## src/sv/dfp_pkg.sv

```systemverilog
// Shared types, operation codes and power-of-ten table for the decimal
// fixed-point ALU. No dependencies.
`default_nettype none
package dfp_pkg;

  localparam int MAX_DECIMAL_SCALE = 8;
  localparam int DIV_STAGES        = 64;

  localparam logic [3:0] OP_ADD = 4'd0;
  localparam logic [3:0] OP_SUB = 4'd1;
  localparam logic [3:0] OP_MUL = 4'd2;
  localparam logic [3:0] OP_DIV = 4'd3;
  localparam logic [3:0] OP_GT  = 4'd4;
  localparam logic [3:0] OP_LT  = 4'd5;
  localparam logic [3:0] OP_EQ  = 4'd6;
  localparam logic [3:0] OP_NE  = 4'd7;
  localparam logic [3:0] OP_LE  = 4'd8;
  localparam logic [3:0] OP_GE  = 4'd9;

  localparam logic [63:0] SIGN64 = 64'h8000_0000_0000_0000;

  localparam logic [63:0] POW10 [0:16] = '{
    64'd1, 64'd10, 64'd100, 64'd1000, 64'd10000, 64'd100000, 64'd1000000,
    64'd10000000, 64'd100000000, 64'd1000000000, 64'd10000000000,
    64'd100000000000, 64'd1000000000000, 64'd10000000000000,
    64'd100000000000000, 64'd1000000000000000, 64'd10000000000000000
  };

  typedef struct packed {
    logic [3:0]         operation;
    logic signed [63:0] a_value;
    logic [3:0]         a_scale;
    logic signed [63:0] b_value;
    logic [3:0]         b_scale;
  } in_t;

  typedef struct packed {
    logic signed [63:0] result_value;
    logic [3:0]         result_scale;
    logic               compare_true;
    logic               fault;
  } out_t;

  typedef struct packed {
    logic [3:0]  op;
    logic [63:0] a;
    logic [63:0] b;
    logic [26:0] pa;
    logic [26:0] pb;
    logic [63:0] xw;
    logic [63:0] yw;
    logic [63:0] dv;
    logic        neg;
    logic        zero;
    logic [3:0]  hi_s;
  } job_t;

endpackage
`default_nettype wire

```

## src/sv/dfp_queue.sv

```systemverilog
// Two-entry word queue between front and back ends.
// Depends on dfp_pkg.
`default_nettype none
module dfp_queue (
  input  wire            clk,
  input  wire            rst_n,
  input  wire            push,
  input  dfp_pkg::job_t  push_data,
  output logic           full,
  input  wire            pop,
  output logic           head_valid,
  output dfp_pkg::job_t  head_data
);
  import dfp_pkg::*;

  job_t       mem_r [0:1];
  logic [1:0] cnt_r, cnt_nxt;
  logic       wp_r, rp_r;

  assign full       = (cnt_r == 2'd2);
  assign head_valid = (cnt_r != 2'd0);
  assign head_data  = mem_r[rp_r];

  always_comb begin
    cnt_nxt = cnt_r + 2'(push) - 2'(pop);
  end

  always_ff @(posedge clk) begin
    if (!rst_n) begin
      cnt_r <= 2'd0;
      wp_r  <= 1'b0;
      rp_r  <= 1'b0;
    end else begin
      cnt_r <= cnt_nxt;
      if (push) wp_r <= ~wp_r;
      if (pop)  rp_r <= ~rp_r;
    end
  end

  always_ff @(posedge clk) begin
    if (push) mem_r[wp_r] <= push_data;
  end

endmodule
`default_nettype wire

```

## config.mk

```make
export PLATFORM = sky130hd
export DESIGN_NAME = dfp_queue
export DESIGN_NICKNAME = d
export VERILOG_FILES = /design/src/sv/dfp_pkg.sv /design/src/sv/dfp_queue.sv
export SDC_FILE = /design/constraint.sdc
export NUM_CORES = 1
export LEC_CHECK = 0
export BUFFER_PORTS_ARGS = -buffer_cell sky130_fd_sc_hd__buf_2
export CELL_PAD_IN_SITES_DETAIL_PLACEMENT = 0
export CELL_PAD_IN_SITES_GLOBAL_PLACEMENT = 1
export CORE_AREA = 3 3 297 299
export CTS_BUF_LIST = sky130_fd_sc_hd__clkbuf_16
export DETAILED_ROUTE_END_ITERATION = 6
export DIE_AREA = 0 0 300 302
export PLACE_DENSITY = 0.74
export SETUP_SLACK_MARGIN = 0.2
export SLEW_MARGIN = 10
export SYNTH_ARGS = -nofsm -noshare
export SYNTH_HDL_FRONTEND = slang
export SYNTH_SLANG_ARGS = --single-unit
```

## constraint.sdc

```tcl
create_clock -name clk -period 56.8 [get_ports clk]
set_clock_uncertainty 0.05 [all_clocks]
set_input_delay 11.36 -clock clk [delete_from_list [all_inputs] [get_ports clk]]
set_output_delay 11.36 -clock clk [all_outputs]
set_load 0.01 [all_outputs]
```

==> summary.txt, run 1 <==
Pwr
  • Gate power share: 0.113
  • Sw frac: 0.225
  • P_sw: roughly 0.3 mW
  • Power density over the cells: 35.6 nW/um^2
  • Seq pwr share: 0.508
  • Int Pwr: 1.02 mW
  • Clock power share: 0.379
  • Pleak: roughly 15 nW
  • Max IR drop VDD: 0.0280 mV

Global routing
  • Initial antenna violation count: 22
  • Top Usage Layer GRT: met2
  • Grt met1 use: 0.147
  • GR met2 Demand/Resource: 0.240
  • Global route overflow: 0
  • Met3 Usage GRT: 0.0569
  • First-pass GRT wire length: 93900 um
  • Total track usage: 0.137
  • Vias in the first global route: around 15k
  • Largest net degree at the start of global routing: 72

Placement
  • GP Congestion: between 0.7 and 0.8
  • Cell Area, Placed: between 30000 and 40000 sq um
  • Detail Placement HPWL: between 40000 and 50000 um
  • PortBufs: between 700 and 800

Detailed routing
  • Wire length per cell after detailed routing: around 20 um
  • 1st-iter DRT viols: between 800 and 900
  • Post-DRT Antenna Nets: 0
  • DRC viols: 0
  • Via count: between 10k and 15k
  • DR vias/cell: 4.40
  • Final WL: 65300 um
  • Iteration count of the initial detailed-routing pass: 4

Timing
  • Final Cycle Share: 0.300
  • Pins Over Slew Limit: 0
  • Tmin final: ~17 ns
  • Final hold viol count: 0
  • Setup TNS: 0 ns
  • Setup violators final: 0
  • Fmax: around 60 MHz
  • RSZ-0062 raised after global routing: false
  • Slew HR: 0.229
  • Slew @ Worst Pin: about 1.2 ns

Clock tree
  • H-tree depth: 3
  • Sink Count: a little under 800
  • Cts bufs inserted: between 80 and 90
  • # resized after CTS: 0
  • CTS max path bufs: 3
  • Worst skew pair latency: between 0.6 and 0.7 ns
  • Root buffer cell: clkbuf_16
  • CTS tree: done
  • Reg clk slew, reported paths: about 0.060 ns
  • CTS Hold Bufs: 0
  • Post-CTS Setup Inserts: 0

Floorplanning
  • Die ar.: roughly 90000 sq um
  • Top Ports: between 700 and 800
  • Initial Util: 0.345
  • Chip width: about 300 um
  • Die H: between 300 and 400 um
  • Core area: 85400 sq um
  • Row Count: roughly 110

Setup path
  • CP Launch Type: flip-flop
  • R2R Setup Slk: ~53 ns
  • Max FO, Critical Path: 66
  • R2R Path Start: wp_r
  • Crit Path Class: reg2out
  • CP required: between 40 and 50 ns
  • CP Capture Type: output port
  • WP data arrival: ~5.6 ns

Worst hold path
  • Min-delay src: rp_r
  • Hold WC Path Type: reg2reg

Yosys
  • Synthesized area: 29500 sq um
  • Post-synth cell types: 16
  • Gate Count Post-Synth: 1216
  • Average instance area after synthesis: 24.3 sq um
  • Yosys warning total: 0
  • Synth Net Count: 1606
  • Seq/Total Area, Yosys: 0.785
  • Number of synthesized register bits: 773

Cells and area
  • Area Growth Syn to Fin: 25.4%
  • Final Cell Area: around 37000 sq um
  • Ratio of cells with drive above 1 in the final layout: 0.611
  • Fin util: 0.433
  • NumNets Final: between 2k and 2.5k

Job
  • Max Cap Viol: 0

Outcome
  • Status: complete, no violations
-- power groups by stage --
stage               Clock [mW]  Combinational, mW  Sequential (mW)
global placement             0              0.149            0.680
global route             0.540              0.159            0.672
floorplan                    0             0.0956            0.693
detailed placement           0              0.152            0.682
finish                   0.499              0.149            0.669
CTS                      0.514              0.153            0.670
-- worst max-delay path: stages, from the launching register on --
cell	delay (ns)
dfxtp_4	0.76
buf_4	0.95
buf_4	0.94
buf_4	0.75
buf_4	0.85
mux2_4	0.36
buf_2	0.14
-- cell usage after synthesis --
master	instances	area share
and2_1	4	0.00085
buf_12	2	0.0014
buf_2	2	0.00034
buf_6	28	0.011
buf_8	11	0.0056
dfxtp_1	5	0.0034
edfxtp_1	768	0.78
ha_1	2	0.00085
inv_1	2	0.00025
mux2_2	24	0.0092
mux2_4	360	0.18
nor2b_1	4	0.00085
o21a_1	1	0.00025
or2_2	1	0.00021
xnor3_1	1	0.00076
xor2_1	1	0.00030
-- flip-flops by register name, summed over array words and instances (netlist names), named ones only --
signal and count:
rp_r 1, cnt_r 2, mem_r 768, wp_r 1
-- cell type report --
type                       instances  area [sq um]
clock inverter                    63           505
sequential                       773         23200
clock buffer                      81          2030
antenna                           14          35.0
timing repair buffer             791          4000
tap                             1144          1430
fill                            7591         48400
inverter                           2          7.51
multi-input combinational        398          5810
-- logic make-up (layout without fill, tap and decap cells) --
family | count (synthesis) | in the layout | synth area share
mux | 384 | 384 | 0.192
simple gates | 9 | 9 | 0.00191
compound gates | 1 | 1 | 0.000255
buf+inv | 45 | 937 | 0.0182
other cells | 0 | 14 | 0
fa+ha+maj | 2 | 2 | 0.000848
xor+xnor | 2 | 2 | 0.00106
flops | 773 | 773 | 0.785
-- worst paths after layout --
kind | endpoint | cells past startpoint
worst max-delay path | head_data[40] | 6
worst min register to register | rp_r | 2
worst min-delay path | rp_r | 2
worst max register to register | mem_r[0][53] | 4
-- cells in the final DEF, fill, tap and decap left out, drive strengths merged, types with 5 or more instances in the layout --
cell	netlist	routed
clkbuf	0	81
inv	2	23
edfxtp	768	768
dfxtp	5	5
clkinv	0	35
mux2	384	384
buf	43	791
bufinv	0	5
diode	0	14
-- per-layer routing --
| layer | part of all wire | vias up |
|---|---|---|
| met2 | 0.51 | 604 |
| met3 | 0.10 | 128 |
| met4 | 0.032 | 10 |
| li1 | - | 6552 |
| met1 | 0.35 | 7073 |
| met5 | 0.0010 | - |
-- through the flow --
step | hold WS, ns | setup WS (ns) | power, mW | instances
final | 0.540 | 39.76 | 1.32 | 3266
after global routing | 0.561 | 39.47 | 1.37 | 3263
after CTS | 0.544 | 39.67 | 1.34 | 3252
after detailed placement | 0.529 | 40.37 | 0.833 | 3108
after global placement | 0.521 | 40.49 | 0.829 | 3108
after floorplan | 0.505 | 27.56 | 0.788 | 1216
No activity file was read; power rests on OpenSTA's default activity.
==> run 2, diff against run 1 <==
--- a/config.mk
+++ b/config.mk
@@ -5,14 +5,15 @@
 export SDC_FILE = /design/constraint.sdc
 export NUM_CORES = 1
 export LEC_CHECK = 0
+export ABC_AREA = 1
 export BUFFER_PORTS_ARGS = -buffer_cell sky130_fd_sc_hd__buf_2
 export CELL_PAD_IN_SITES_DETAIL_PLACEMENT = 0
 export CELL_PAD_IN_SITES_GLOBAL_PLACEMENT = 1
-export CORE_AREA = 3 3 297 299
+export CORE_AREA = 3 3 301 303
 export CTS_BUF_LIST = sky130_fd_sc_hd__clkbuf_16
 export DETAILED_ROUTE_END_ITERATION = 6
-export DIE_AREA = 0 0 300 302
-export PLACE_DENSITY = 0.74
+export DIE_AREA = 0 0 304 306
+export PLACE_DENSITY = 0.73
 export SETUP_SLACK_MARGIN = 0.2
 export SLEW_MARGIN = 10
 export SYNTH_ARGS = -nofsm -noshare
==> constraint.sdc (replaced) <==
create_clock -name clk -period 15.7 [get_ports clk]
set_clock_uncertainty 0.05 [all_clocks]
set_input_delay 3.14 -clock clk [delete_from_list [all_inputs] [get_ports clk]]
set_output_delay 3.14 -clock clk [all_outputs]
set_load 0.01 [all_outputs]
==> run 2 against run 1 <==
Against the previous run:
- flip-flop and latch count is the same
- worst setup slack got worse by 32 ns
- power increased to 3.7 times the previous value
- critical path type unchanged
- largest cell class unchanged
- highest routed layer unchanged
==> summary.txt, run 2 <==
Yosys
  • Ys flop type: edfxtp_1
  • Yosys warning total: 0 (unchanged)
  • Average instance area after synthesis: 24.0 sq um (-0.99%)
  • Synth top area cells: edfxtp_1 78%, mux2_4 18%, buf_6 1.1%, mux2_2 0.92%, buf_8 0.56%
  • Post-synth cell types: 14 (-2)
  • Gate Count Post-Synth: 1228 (+0.99%)
  • Synthesized area: 29500 sq um (about the same)
  • Largest area contributor in the netlist: edfxtp_1
  • EDFF count, synth: 768 (unchanged)
  • Most frequent cell after synthesis: edfxtp_1
  • Synth Net Count: 1618 (+0.75%)
  • Synth top area share: 0.782 (about the same)
  • Seq/Total Area, Yosys: 0.785 (about the same)
  • Top post-synthesis cells by count: 768 x edfxtp_1, 360 x mux2_4, 28 x buf_6
  • Number of synthesized register bits: 773 (unchanged)
  • Synth async-reset ratio: 0 (unchanged)

Timing
  • Final Cycle Share: 0.487
  • Setup TNS: 0 ns (unchanged)
  • Slew HR: 0.284 (+0.0546)
  • Pins Over Slew Limit: 0 (unchanged)
  • Final hold viol count: 0 (unchanged)
  • Fmax: 131 MHz
  • Slew @ Worst Pin: 1.07 ns (-0.0819 ns)
  • RSZ-0062 raised after global routing: false
  • Setup violators final: 0 (unchanged)
  • Tmin final: between 7 and 8 ns

Cells and area
  • NumNets Final: 2446 (+0.37%)
  • Fillers: 7794 (+2.7%)
  • Most frequent cells in the layout: 773 x buf_2, 768 x edfxtp_1, 360 x mux2_4
  • Number of flip-flops in the largest register: 768 (unchanged)
  • Biggest register: mem_r
  • Largest regs: mem_r x768, cnt_r x2
  • Area Growth Syn to Fin: 26.2%
  • Commonest non-fill, non-tap cell in the layout: buf_2
  • Fin util: 0.422 (-0.0110)
  • Ratio of cells with drive above 1 in the final layout: 0.606 (-0.00535)

Floorplanning
  • Initial Util: 0.334 (-0.0111)
  • Top Ports: 774 (unchanged)
  • Core area: 88200 sq um (+3.3%)
  • Chip width: 304 um (+1.3%)
  • Row Count: 109 (+1.9%)
  • Die ar.: 93000 sq um (+2.7%)
  • Die H: 306 um (+1.3%)

Global routing
  • Largest net degree at the start of global routing: 152 (+110%)
  • Initial antenna violation count: 32 (+45%)
  • Vias in the first global route: 15.9k (+4.1%)
  • Total track usage: 0.143 (+0.00528)
  • First-pass GRT wire length: 99900 um (+6.4%)
  • Global route overflow: 0 (unchanged)

Clock tree
  • CTS tree: done
  • Worst skew pair latency: 0.61 ns (about the same)
  • Post-CTS Setup Inserts: 0 (unchanged)
  • Cts bufs inserted: 82 (+1.2%)
  • H-tree depth: 3 (unchanged)
  • Root buffer cell: clkbuf_16
  • Sink Count: 773 (unchanged)
  • Reg clk slew, reported paths: 0.06 ns (about the same)
  • CTS max path bufs: 3 (unchanged)
  • # resized after CTS: 0 (unchanged)
  • CTS Hold Bufs: 0 (unchanged)

Detailed routing
  • Via count: 14.5k (+1.1%)
  • Iteration count of the initial detailed-routing pass: 5 (+1)
  • Final WL: 68700 um (+5.3%)
  • DRC viols: 0 (unchanged)
  • Wire length per cell after detailed routing: 20.7 um (+3.8%)
  • Post-DRT Antenna Nets: 0 (unchanged)
  • 1st-iter DRT viols: 834 (-3.2%)
  • DR vias/cell: 4.38 (-0.39%)

Setup path
  • R2R Setup Slk: 12.54 ns (-40.05 ns)
  • CP Capture Type: output port
  • CP required: 12.51 ns (-32.88 ns)
  • Max FO, Critical Path: 59 (-11%)
  • CP Launch Type: flip-flop
  • Reg2Reg Depth: 4 (unchanged)
  • WP data arrival: 4.46 ns (-1.17 ns)
  • Worst r2r dst: mem_r[0][184]
  • Crit Path Class: reg2out
  • R2R Path Start: wp_r

Placement
  • GP Congestion: 0.811 (+3.5%)
  • PortBufs: 773 (unchanged)
  • Detail Placement HPWL: 49000 um (+5.5%)

Worst hold path
  • Hold WC Path Type: reg2reg
  • Hold path cells: 2 (unchanged)
  • Min-delay src: rp_r

Job
  • Max Cap Viol: 0 (unchanged)

Outcome
  • Status: complete, no violations

Pwr
  • Max IR drop VDD: 0.121 mV (+330%)
  • Pleak: 14.7 nW (+0.92%)
  • Power density over the cells: 129 nW/um^2 (+260%)
  • Overall Power: 4.82 mW (+270%)
[run 2: layer usage]
layer | GRT usage | share of wire | vias up
met5 | 0 | 0.00077 | -
met4 | 0.0560 | 0.034 | 8
met3 | 0.0636 | 0.098 | 129
met2 | 0.253 | 0.52 | 568
met1 | 0.148 | 0.34 | 7219
li1 | - | - | 6597
[run 2: power breakdown]
part / internal (mW) / switching [mW]
combinational: 0.237 / 0.242
sequential: 2.40 / 0.0332
clock: 1.16 / 0.750
total: 3.79 / 1.02
[run 2: worst max-delay path by stage]
stage	to	cells after the start
6_report	head_data[177]	5
5_1_grt	head_data[383]	5
4_1_cts	head_data[383]	5
3_5_place_dp	head_data[383]	5
3_3_place_gp	head_data[383]	5
2_1_floorplan	mem_r[0][0]	2
[run 2: area by class of cell]
type / instances / area [sq um] / area share
antenna: 29 / 72.6 / 0.00195
clock buffer: 89 / 2230 / 0.0598
tap: 1165 / 1460 / 0.0392
inverter: 7 / 33.8 / 0.000907
clock inverter: 59 / 480 / 0.0129
timing repair buffer: 787 / 4010 / 0.108
sequential: 773 / 23200 / 0.622
multi-input combinational: 405 / 5780 / 0.155
[run 2: cell families (layout without fill, tap and decap cells)]
kind of cell	Yosys count	in the layout	synth area share
compound gates	1	1	0.000170
fa+ha+maj	2	2	0.000848
buf+inv	50	942	0.0189
flops	773	773	0.785
mux	384	384	0.192
other cells	0	29	0
simple gates	18	18	0.00233
[run 2: critical path: stages, from the launching register on]
cell and delay (ns):
dfxtp_4 0.93, buf_4 0.59, buf_4 0.70, buf_4 0.93
mux2_4 0.38, buf_2 0.15
[run 2: through the flow]
step / instances / setup WS [ns] / hold WS (ns) / instance area (sq um)
6_report: 3314 / 8.05 / 0.458 / 37200
5_1_grt: 3305 / 7.74 / 0.505 / 37200
4_1_cts: 3285 / 7.91 / 0.463 / 37200
3_5_place_dp: 3137 / 8.62 / 0.449 / 34500
3_3_place_gp: 3137 / 8.73 / 0.427 / 34500
2_1_floorplan: 1228 / 2.01 / 0.413 / 29500
