--- src/sv/dfp_pkg.sv ---
// Shared types, operation codes and power-of-ten table for the decimal
// fixed-point ALU. No dependencies.
`default_nettype none
package dfp_pkg;

  localparam int MAX_DECIMAL_SCALE = 8;
  localparam int DIV_STAGES        = 64;

  localparam logic [3:0] OP_ADD = 4'd0;
  localparam logic [3:0] OP_SUB = 4'd1;
  localparam logic [3:0] OP_MUL = 4'd2;
  localparam logic [3:0] OP_DIV = 4'd3;
  localparam logic [3:0] OP_GT  = 4'd4;
  localparam logic [3:0] OP_LT  = 4'd5;
  localparam logic [3:0] OP_EQ  = 4'd6;
  localparam logic [3:0] OP_NE  = 4'd7;
  localparam logic [3:0] OP_LE  = 4'd8;
  localparam logic [3:0] OP_GE  = 4'd9;

  localparam logic [63:0] SIGN64 = 64'h8000_0000_0000_0000;

  localparam logic [63:0] POW10 [0:16] = '{
    64'd1, 64'd10, 64'd100, 64'd1000, 64'd10000, 64'd100000, 64'd1000000,
    64'd10000000, 64'd100000000, 64'd1000000000, 64'd10000000000,
    64'd100000000000, 64'd1000000000000, 64'd10000000000000,
    64'd100000000000000, 64'd1000000000000000, 64'd10000000000000000
  };

  typedef struct packed {
    logic [3:0]         operation;
    logic signed [63:0] a_value;
    logic [3:0]         a_scale;
    logic signed [63:0] b_value;
    logic [3:0]         b_scale;
  } in_t;

  typedef struct packed {
    logic signed [63:0] result_value;
    logic [3:0]         result_scale;
    logic               compare_true;
    logic               fault;
  } out_t;

  typedef struct packed {
    logic [3:0]  op;
    logic [63:0] a;
    logic [63:0] b;
    logic [26:0] pa;
    logic [26:0] pb;
    logic [63:0] xw;
    logic [63:0] yw;
    logic [63:0] dv;
    logic        neg;
    logic        zero;
    logic [3:0]  hi_s;
  } job_t;

endpackage
`default_nettype wire

--- src/sv/dfp_front.sv ---
// Front end: clamps scales, picks alignment factors and divider operands.
// Depends on dfp_pkg.
`default_nettype none
module dfp_front (
  input  dfp_pkg::in_t  in_data,
  output dfp_pkg::job_t job
);
  import dfp_pkg::*;

  logic [3:0]  as_c, bs_c, hi_s, lo_s;
  logic [4:0]  kdiv;
  logic [63:0] mag_a, mag_b;

  always_comb begin
    as_c = (in_data.a_scale > 4'(MAX_DECIMAL_SCALE)) ? 4'(MAX_DECIMAL_SCALE) : in_data.a_scale;
    bs_c = (in_data.b_scale > 4'(MAX_DECIMAL_SCALE)) ? 4'(MAX_DECIMAL_SCALE) : in_data.b_scale;
    hi_s = (as_c > bs_c) ? as_c : bs_c;
    lo_s = (as_c > bs_c) ? bs_c : as_c;
    kdiv = 5'(bs_c) + 5'(hi_s) - 5'(as_c);
    mag_a = in_data.a_value[63] ? (64'd0 - in_data.a_value) : in_data.a_value;
    mag_b = in_data.b_value[63] ? (64'd0 - in_data.b_value) : in_data.b_value;

    job.op   = in_data.operation;
    job.a    = in_data.a_value;
    job.b    = in_data.b_value;
    job.pa   = POW10[5'(hi_s - as_c)][26:0];
    job.pb   = POW10[5'(hi_s - bs_c)][26:0];
    job.xw   = mag_a;
    job.neg  = in_data.a_value[63] ^ in_data.b_value[63];
    job.hi_s = hi_s;
    if (in_data.operation == OP_DIV) begin
      job.yw   = POW10[kdiv];
      job.dv   = mag_b;
      job.zero = (in_data.a_value == 64'sd0) || (in_data.b_value == 64'sd0);
    end else begin
      job.yw   = mag_b;
      job.dv   = POW10[5'(lo_s)];
      job.zero = 1'b0;
    end
  end

endmodule
`default_nettype wire

--- config.mk ---
export PLATFORM = sky130hd
export DESIGN_NAME = dfp_front
export DESIGN_NICKNAME = d
export VERILOG_FILES = /design/src/sv/dfp_pkg.sv /design/src/sv/dfp_front.sv
export SDC_FILE = /design/constraint.sdc
export NUM_CORES = 1
export LEC_CHECK = 0
export ABC_AREA = 1
export BUFFER_PORTS_ARGS = -buffer_cell sky130_fd_sc_hd__buf_2
export CAP_MARGIN = 20
export CORE_AREA = 2 2 202 204
export DETAILED_ROUTE_END_ITERATION = 7
export DIE_AREA = 0 0 204 206
export SLEW_MARGIN = 20
export SYNTH_ARGS = -nofsm -noshare
export SYNTH_HDL_FRONTEND = slang
export SYNTH_SLANG_ARGS = --single-unit
--- constraint.sdc ---
create_clock -name vclk -period 6.7
set_clock_uncertainty 0.05 [all_clocks]
set_input_delay 1.005 -clock vclk [all_inputs]
set_output_delay 1.005 -clock vclk [all_outputs]
set_load 0.01 [all_outputs]
==> metrics.yaml, run 1 <==
status: "finished, final reports clean"
initial_core_util_pct: 22.95
fin_setup_tns_ns: 0
avgSynthCellArea_um2: 4.946
holdCritStartpoint: "in_data[137]"
leakagePower_nw: 6.126
period_needed_ns: 6.117
portBuffers: 524
netlist_instances: 1865
gp_congestion: 1.006
regArea_um2: 0
use_met2_pct: 44.38
seq_cell_count: 0
syn_to_final_growth_pct: 23.09
num-fill-cells: 4905
final_util_pct: 28.25
max_slew_margin_pct: 40.95
yosysUniqueCellTypes: 45
coreArea_um2: 40180
slew_viol_final: 0
synth_area_leader_cell: "nand2_1"
post-place-ws_ns: 0.4465
dr.pass1.iters: 5
holdPathEnd: "job[381]"
min_path_cells: 2
setup_violations: 0
synth-seq-area-share_pct: 0
grt_util_met3_pct: 3.721
first_global_vias: 11980
syn_nets: 2045
grt_use_met1_pct: 27.10
vias: 13100
finalInstanceArea_um2: 11350
ctsHoldBuffers: 0
die_w_um: 204
syn-cell-area_um2: 9224
grt_max_degree: 67
finalWorstSetupSlack_ns: 0.5827
n_antenna_cell: 0
cap_viol_max_count: 0
maxClockFrequency_mhz: 163.5
fin_crit_sh_pct: 91.30
numPlacedInstances: 2750
worstMarginPinSlew_ns: 0.8803
postCtsSetupBuffers: 0
rsz0062_at_grt: "false"
drive_above_1_share_pct: 28.09
routed_via_density: 4.763
postPlaceCellArea_um2: 11350
ant_nets: 0
routed_wl_mm: 52.66
nets: 2400
grt_pass1_wl_mm: 74.57
synth_top_area_share_pct: 25.19
pwr_density_cell_nw_per_um2: 123.5
crit_type: "primary input to output pin"
ir_drop_uv: 102.8
post_drt_wl_per_cell_um: 19.15
hold_violations: 0
num_rows: 74
die_h_um: 206
crit_fanout: 16
hold_slack_ns: 2.159
drcViolationCount: 0
cp.required_ns: 5.64
crit_path_start_kind: "primary input"
power_mw: 1.402
multi_input_area_um2: 7300
hp-class: "primary input to output pin"
die-area_um2: 42020
num_io_pins: 524
ys_warn_count: 0
antenna_found_initial: 1
busiest_layer: "met2"
cp.arrival_ns: 5.06
worstSetupEndpointType: "output pin"
drt_iter0_drc: 897
nClkBuffers: 0
hpwl_mm: 45.54
gr-total-overflow: 0
final_cells: 2750
grt.total_usage_pct: 23.44
synthTopCellsByArea: "nand2_1, nor2_1, buf_4"
==> metal layers <==
| metal | wire length (um) | vias up |
|---|---|---|
| li1 | - | 6464 |
| met1 | 20340 | 5906 |
| met2 | 26300 | 641 |
| met3 | 4332 | 84 |
| met4 | 1679 | 2 |
| met5 | 10 | - |
==> how the worst max path moves through the flow <==
stage,from,end,slack [ns],cells past startpoint
final,in_data[3],job[112],0.58,25
after global routing,in_data[71],job[119],0.14,26
after CTS,in_data[3],job[107],0.42,22
after detailed placement,in_data[3],job[107],0.45,22
after global placement,in_data[3],job[107],0.51,22
after floorplan,in_data[1],job[107],1.09,21
==> layout by cell type, fill, tap and decap left out, drive strengths merged <==
master,Yosys,layout
a21oi,53,53
nor4,2,2
xor2,48,48
ha,37,37
nand4,22,22
o211ai,5,5
fa,3,3
o31ai,3,3
nand3b,12,12
clkinv,3,3
xnor2,31,31
and2,1,1
or2,4,4
a21o,1,1
nor3b,1,1
o22ai,8,8
a31oi,4,4
nor3,20,20
nand2,639,639
inv,175,175
buf,172,537
a211oi,5,5
o21ai,95,95
nor2,372,372
nand3,131,131
and3,1,1
o21bai,4,4
o311ai,1,1
==> worst max-delay path, stage by stage <==
cell      delay (ns)
buf_2           0.17
nor2_2          0.25
inv_1           0.14
ha_1            0.32
inv_1           0.06
o21bai_1        0.05
nand2_1         0.07
nand2_2         0.09
nand2_4         0.17
nand2_1         0.09
o22ai_1         0.16
inv_1           0.09
ha_1            0.40
nor2_1          0.10
fa_1            0.39
nand2_1         0.12
inv_1           0.05
nor2_1          0.12
inv_1           0.26
nor2_1          0.21
nand2_1         0.07
nand2_1         0.10
nand2_1         0.22
nand2_1         0.18
buf_2           0.14
==> final cells by class <==
| type | instances | share of cell area [%] |
|---|---|---|
| timing repair buffer | 537 | 23.96 |
| multi-input combinational | 1503 | 64.29 |
| inverter | 178 | 5.885 |
| tap | 532 | 5.863 |
==> cell usage after synthesis (26+ instances only) <==
master / n
ha_1: 37
buf_2: 26
nand3_1: 123
nor2_2: 26
xnor2_1: 31
nand2_1: 619
xor2_1: 48
nor2_1: 336
inv_1: 167
a21oi_1: 52
o21ai_1: 30
o21ai_0: 60
buf_4: 135
==> power breakdown <==
part           internal (mW)  switching, mW  total [mW]
logic                  0.445          0.957        1.40
registers                  0              0           0
clock network              0              0           0
==> repair_timing <==
action / CTS / global route
hold endpoints to repair: 0 / 0
endpoints found under the setup margin: 0 / 4
gates resized for setup: 0 / 1
==> cells by family after synthesis <==
logic type	share of synthesized area (%)
and+or+nand+nor	55.14
AOI/OAI and AO/OA	10.78
adders and majority gates	5.670
xor gates and xnor gates	7.501
buffers and inverters	20.90
(Power assumes the default switching activity.)
==> run 2: changes to the inputs <==
--- a/config.mk
+++ b/config.mk
@@ -8,9 +8,13 @@
 export ABC_AREA = 1
 export BUFFER_PORTS_ARGS = -buffer_cell sky130_fd_sc_hd__buf_2
 export CAP_MARGIN = 20
-export CORE_AREA = 2 2 202 204
+export CELL_PAD_IN_SITES_DETAIL_PLACEMENT = 1
+export CELL_PAD_IN_SITES_GLOBAL_PLACEMENT = 2
+export CORE_ASPECT_RATIO = 2
+export CORE_MARGIN = 2
+export CORE_UTILIZATION = 20
 export DETAILED_ROUTE_END_ITERATION = 7
-export DIE_AREA = 0 0 204 206
+export PLACE_DENSITY_LB_ADDON = 0.1
 export SLEW_MARGIN = 20
 export SYNTH_ARGS = -nofsm -noshare
 export SYNTH_HDL_FRONTEND = slang
==> run 2 against run 1 <==
  * Cell count increased by 1.4%
  * Setup slack got worse by 0.23 ns
  * Clock-buffer cell count is the same
  * Worst hold slack better by 0.00068 ns
  * Global-route usage rose by 3.4 points
==> metrics.yaml, run 2 (same netlist as run 1, synthesis figures left out) <==
power_mw: 1.484  # +5.8%
postCtsSetupBuffers: 0  # unchanged
post-place-ws_ns: 0.3587  # -0.08783 ns
rsz0062_at_grt: "false"
hp-class: "primary input to output pin"
die_h_um: 307.7  # +49%
netSwitchingPower_mw: 1.028  # +7.4%
nClkBuffers: 0  # unchanged
cp.arrival_ns: 5.29  # +0.23 ns
grt_use_met1_pct: 20.57  # -6.5 points
leakagePower_nw: 6.158  # +0.52%
crit_fanout: 15  # -1
num_io_pins: 524  # unchanged
drcViolationCount: 0  # unchanged
drive_above_1_share_pct: 28.21  # +0.12 points
gr-total-overflow: 0  # unchanged
use_met2_pct: 57.99  # +14 points
grt_max_degree: 72  # +7.5%
ir_drop_uv: 73.08  # -29%
final_util_pct: 25.04  # -3.2 points
grt_pass1_wl_mm: 93.01  # +25%
drt_iter0_drc: 366  # -59%
holdCritStartpoint: "in_data[136]"
grt_util_met3_pct: 3.054  # -0.67 points
syn_to_final_growth_pct: 24.06
busiest_layer: "met2"
die-area_um2: 47960  # +14%
crit_path_start_kind: "primary input"
nets: 2405  # +0.21%
first_global_vias: 14190  # +18%
min_path_cells: 2  # unchanged
hpwl_mm: 60.59  # +33%
coreArea_um2: 45690  # +14%
num_rows: 111  # +50%
hold_violations: 0  # unchanged
n_antenna_cell: 0  # unchanged
sw_frac_of_total_pct: 69.26  # +1.0 points
maxClockFrequency_mhz: 157.5  # -3.6%
cap_viol_max_count: 0  # unchanged
grt.total_usage_pct: 26.87  # +3.4 points
regArea_um2: 0  # unchanged
final_cell_mix: "nand2_1, buf_2, nor2_1"
cts-resized-gates: 0  # unchanged
dr.pass1.iters: 4  # -1
die_w_um: 155.9  # -24%
slew_viol_final: 0  # unchanged
final_cells: 2788  # +1.4%
status: "finished, final reports clean"
layout_commonest_cell: "nand2_1"
antenna_found_initial: 3  # +2
gp_congestion: 0.9170  # -8.8%
cp.required_ns: 5.64  # about the same
initial_core_util_pct: 20.19  # -2.8 points
max_slew_margin_pct: 31.62  # -9.3 points
p_seq_share_pct: 0  # unchanged
crit_type: "primary input to output pin"
finalWorstSetupSlack_ns: 0.3513  # -0.2314 ns
routed_via_density: 4.744  # -0.38%
worstSetupEndpointType: "output pin"
worstMarginPinSlew_ns: 1.015  # +0.1348 ns
period_needed_ns: 6.349  # +0.2314 ns
vias: 13230  # +0.99%
numPlacedInstances: 2788  # +1.4%
intPower_mw: 0.4561  # +2.5%
pwr-share-comb_pct: 100.0  # about the same
post_drt_wl_per_cell_um: 24.24  # +27%
ctsHoldBuffers: 0  # unchanged
fin_setup_tns_ns: 0  # unchanged
portBuffers: 524  # unchanged
holdPathEnd: "job[380]"
seq_cell_count: 0  # unchanged
fin_crit_sh_pct: 94.76  # +3.5 points
pwr_density_cell_nw_per_um2: 129.6  # +5.0%
routed_wl_mm: 67.57  # +28%
ant_nets: 0  # unchanged
setup_violations: 0  # unchanged
power.share.clock_pct: 0  # unchanged
run 2: cell types whose count changed in the layout (fill, tap and decap cells not counted), sizes merged:
cell	delta
clkinv	+1
inv	-1
buf	+5
run 2: final cells by class:
type / count / area, um2
well taps: 565 / 706.9
multi-input cells: 1503 / 7297
fillers: 6341 / 34250
inverters: 178 / 669.4
repair buffers: 542 / 2770
run 2: worst max-delay path: stages:
cell      delay [ns]
buf_2           0.16
nor2_1          0.31
inv_1           0.19
ha_1            0.34
inv_1           0.06
o21bai_1        0.06
nand2_1         0.07
nand2_2         0.09
nand2_4         0.18
nand2_1         0.10
o22ai_1         0.18
inv_1           0.10
ha_1            0.42
nor2_1          0.10
fa_1            0.68
inv_1           0.23
ha_1            0.25
or2_2           0.29
o21ai_1         0.14
nand2_1         0.11
nand2_1         0.10
buf_2           0.13
run 2: power by group through the flow:
| stage | registers [mW] | logic (mW) | clock network (mW) |
|---|---|---|---|
| global route | 0 | 1.62 | 0 |
| detailed placement | 0 | 1.50 | 0 |
| CTS | 0 | 1.50 | 0 |
| finish | 0 | 1.48 | 0 |
| global placement | 0 | 1.50 | 0 |
| floorplan | 0 | 0.877 | 0 |
run 2: layer usage:
| layer | vias to the layer above | wire [um] |
|---|---|---|
| met5 | - | 45 |
| met1 | 6133 | 19330 |
| li1 | 6431 | - |
| met2 | 521 | 38780 |
| met3 | 136 | 3229 |
| met4 | 6 | 6180 |
run 2: stage by stage:
stage | instance area, um2 | hold WS, ns
after floorplan | 9224 | 2.040
after global placement | 11440 | 2.157
after detailed placement | 11440 | 2.163
after CTS | 11440 | 2.163
after global routing | 11440 | 2.173
final | 11440 | 2.160
run 2: how the worst max path moves through the flow:
stage,from,endpoint,depth (start not counted)
2_1_floorplan,in_data[1],job[107],21
3_3_place_gp,in_data[3],job[111],22
3_5_place_dp,in_data[3],job[108],22
4_1_cts,in_data[3],job[107],22
5_1_grt,in_data[3],job[107],21
6_report,in_data[3],job[107],22
==> run 3: changes to the inputs <==
--- a/config.mk
+++ b/config.mk
@@ -14,7 +14,7 @@
 export CORE_MARGIN = 2
 export CORE_UTILIZATION = 20
 export DETAILED_ROUTE_END_ITERATION = 7
-export PLACE_DENSITY_LB_ADDON = 0.1
+export PLACE_DENSITY = 0.92
 export SLEW_MARGIN = 20
 export SYNTH_ARGS = -nofsm -noshare
 export SYNTH_HDL_FRONTEND = slang
==> run 3 against run 2 <==
  * Sequential share of layout area unchanged
  * Setup slack barely moved
  * Non-clock buffer count rose by 3
  * First-iteration DRC count grew 44%
  * Largest power group unchanged
  * Worst hold slack improved by 0.0026 ns
  * Cell count is 0.25% higher
  * Critical path type unchanged
  * Die area unchanged
  * Critical path depth is 2 higher
  * Fmax hardly changed
  * Via count increased by 3.9%
  * Global-route usage fell by 0.12 points
  * Final area rose by 0.27%
==> metrics.yaml, run 3 (same netlist as run 1, synthesis figures left out) <==
status: "finished, final reports clean"
max_slew_margin_pct: 35.11  # +3.5 points
seq_cell_count: 0  # unchanged
dr.pass1.iters: 4  # unchanged
drcViolationCount: 0  # unchanged
antenna_found_initial: 6  # +3
cap_viol_max_count: 0  # unchanged
regArea_um2: 0  # unchanged
cpPeakStageDelay_ns: 0.45  # -0.23 ns
portBuffers: 524  # unchanged
leakagePower_nw: 6.171  # +0.20%
first_global_vias: 14500  # +2.2%
cpMaxStageDelayCell: "inv_1"
cp.required_ns: 5.64  # about the same
die_h_um: 307.7  # unchanged
maxClockFrequency_mhz: 157.5  # about the same
ir_drop_uv: 110.8  # +52%
num_rows: 111  # unchanged
gr-total-overflow: 0  # unchanged
vias: 13750  # +3.9%
nClkBuffers: 0  # unchanged
worstMarginPinSlew_ns: 0.9674  # -0.04760 ns
ctsHoldBuffers: 0  # unchanged
crit_type: "primary input to output pin"
slew_viol_final: 0  # unchanged
gp_congestion: 1.013  # +10%
crit_path_start_kind: "primary input"
routed_wl_mm: 67.31  # -0.39%
crit_chain: "buf_2 > inv_1 > nand2_1 > inv_1 > ha_1 > inv_1 > o21bai_1 > nand2_1 > nand2_2 > nand2_4 > nand2_1 > o22ai_1 > inv_1 > ha_1 > nor2_1 > fa_1 > nor2_1 > nor2_1 > inv_1 > nor2_1 > nor2_1 > nand3_1 > nand2_1 > buf_2"
hpwl_mm: 59.71  # -1.5%
cp.arrival_ns: 5.29  # about the same
hp-class: "primary input to output pin"
numPlacedInstances: 2791  # +0.11%
layout_commonest_cell: "nand2_1"
ant_nets: 0  # unchanged
drive_above_1_share_pct: 28.35  # +0.14 points
worstSetupEndpointType: "output pin"
die_w_um: 155.9  # unchanged
fin_setup_tns_ns: 0  # unchanged
hold_violations: 0  # unchanged
final_cells: 2795  # +0.25%
pwr_density_cell_nw_per_um2: 132.8  # +2.4%
grt.total_usage_pct: 26.75  # -0.12 points
initial_core_util_pct: 20.19  # unchanged
rsz0062_at_grt: "false"
routed_via_density: 4.918  # +3.7%
fin_crit_sh_pct: 94.76  # about the same
syn_to_final_growth_pct: 24.40
setup_violations: 0  # unchanged
grt_pass1_wl_mm: 92.89  # -0.13%
cts-resized-gates: 0  # unchanged
min_path_cells: 2  # unchanged
nets: 2408  # +0.12%
final_cell_mix: "nand2_1, buf_2, nor2_1"
drt_iter0_drc: 527  # +44%
post_drt_wl_per_cell_um: 24.08  # -0.64%
postCtsSetupBuffers: 0  # unchanged
coreArea_um2: 45690  # unchanged
die-area_um2: 47960  # unchanged
crit_fanout: 16  # +1
grt_max_degree: 102  # +42%
num_io_pins: 524  # unchanged
period_needed_ns: 6.349  # +0.0001960 ns
==> run 3: final timing paths <==
check | from | end
setup / recovery | in_data[71] | job[76]
hold / removal | in_data[137] | job[381]
==> run 3: report_power, final <==
group	switching (mW)	internal (mW)	total (mW)
registers	0	0	0
logic	1.06	0.465	1.52
clock network	0	0.0000000803	0.0000000803
==> run 3: routing by layer <==
metal	GRT usage [%]	wire [um]
met1	20.78	19290
met2	54.21	36790
met3	3.743	3636
met4	25.03	7546
met5	0	39
==> run 3: final cells by class <==
class / instances / area (um2)
multi-input cells: 1503 / 7297
inverters: 178 / 668.1
well taps: 565 / 706.9
diodes: 4 / 10.01
fillers: 6360 / 34220
repair buffers: 545 / 2793
==> run 3: stage by stage <==
stage / worst slack (ns) / area [um2] / util, % / total power, mW / hold WS (ns)
after detailed placement: 0.3653 / 11460 / 25.09 / 1.512 / 2.157
after CTS: 0.3574 / 11460 / 25.09 / 1.520 / 2.158
final: 0.3511 / 11470 / 25.11 / 1.523 / 2.162
after floorplan: 1.088 / 9224 / - / 0.8765 / 2.040
after global placement: 0.4877 / 11460 / 25.09 / 1.510 / 2.155
after global routing: 0.04977 / 11470 / 25.10 / 1.643 / 2.162
==> run 3: worst max-delay path, delay by kind of cell <==
kind,cells,cell delay (ns)
AOI/OAI and AO/OA,2,0.24
buffers and inverters,7,1.07
adders and majority gates,3,1.12
and+or+nand+nor,12,1.84
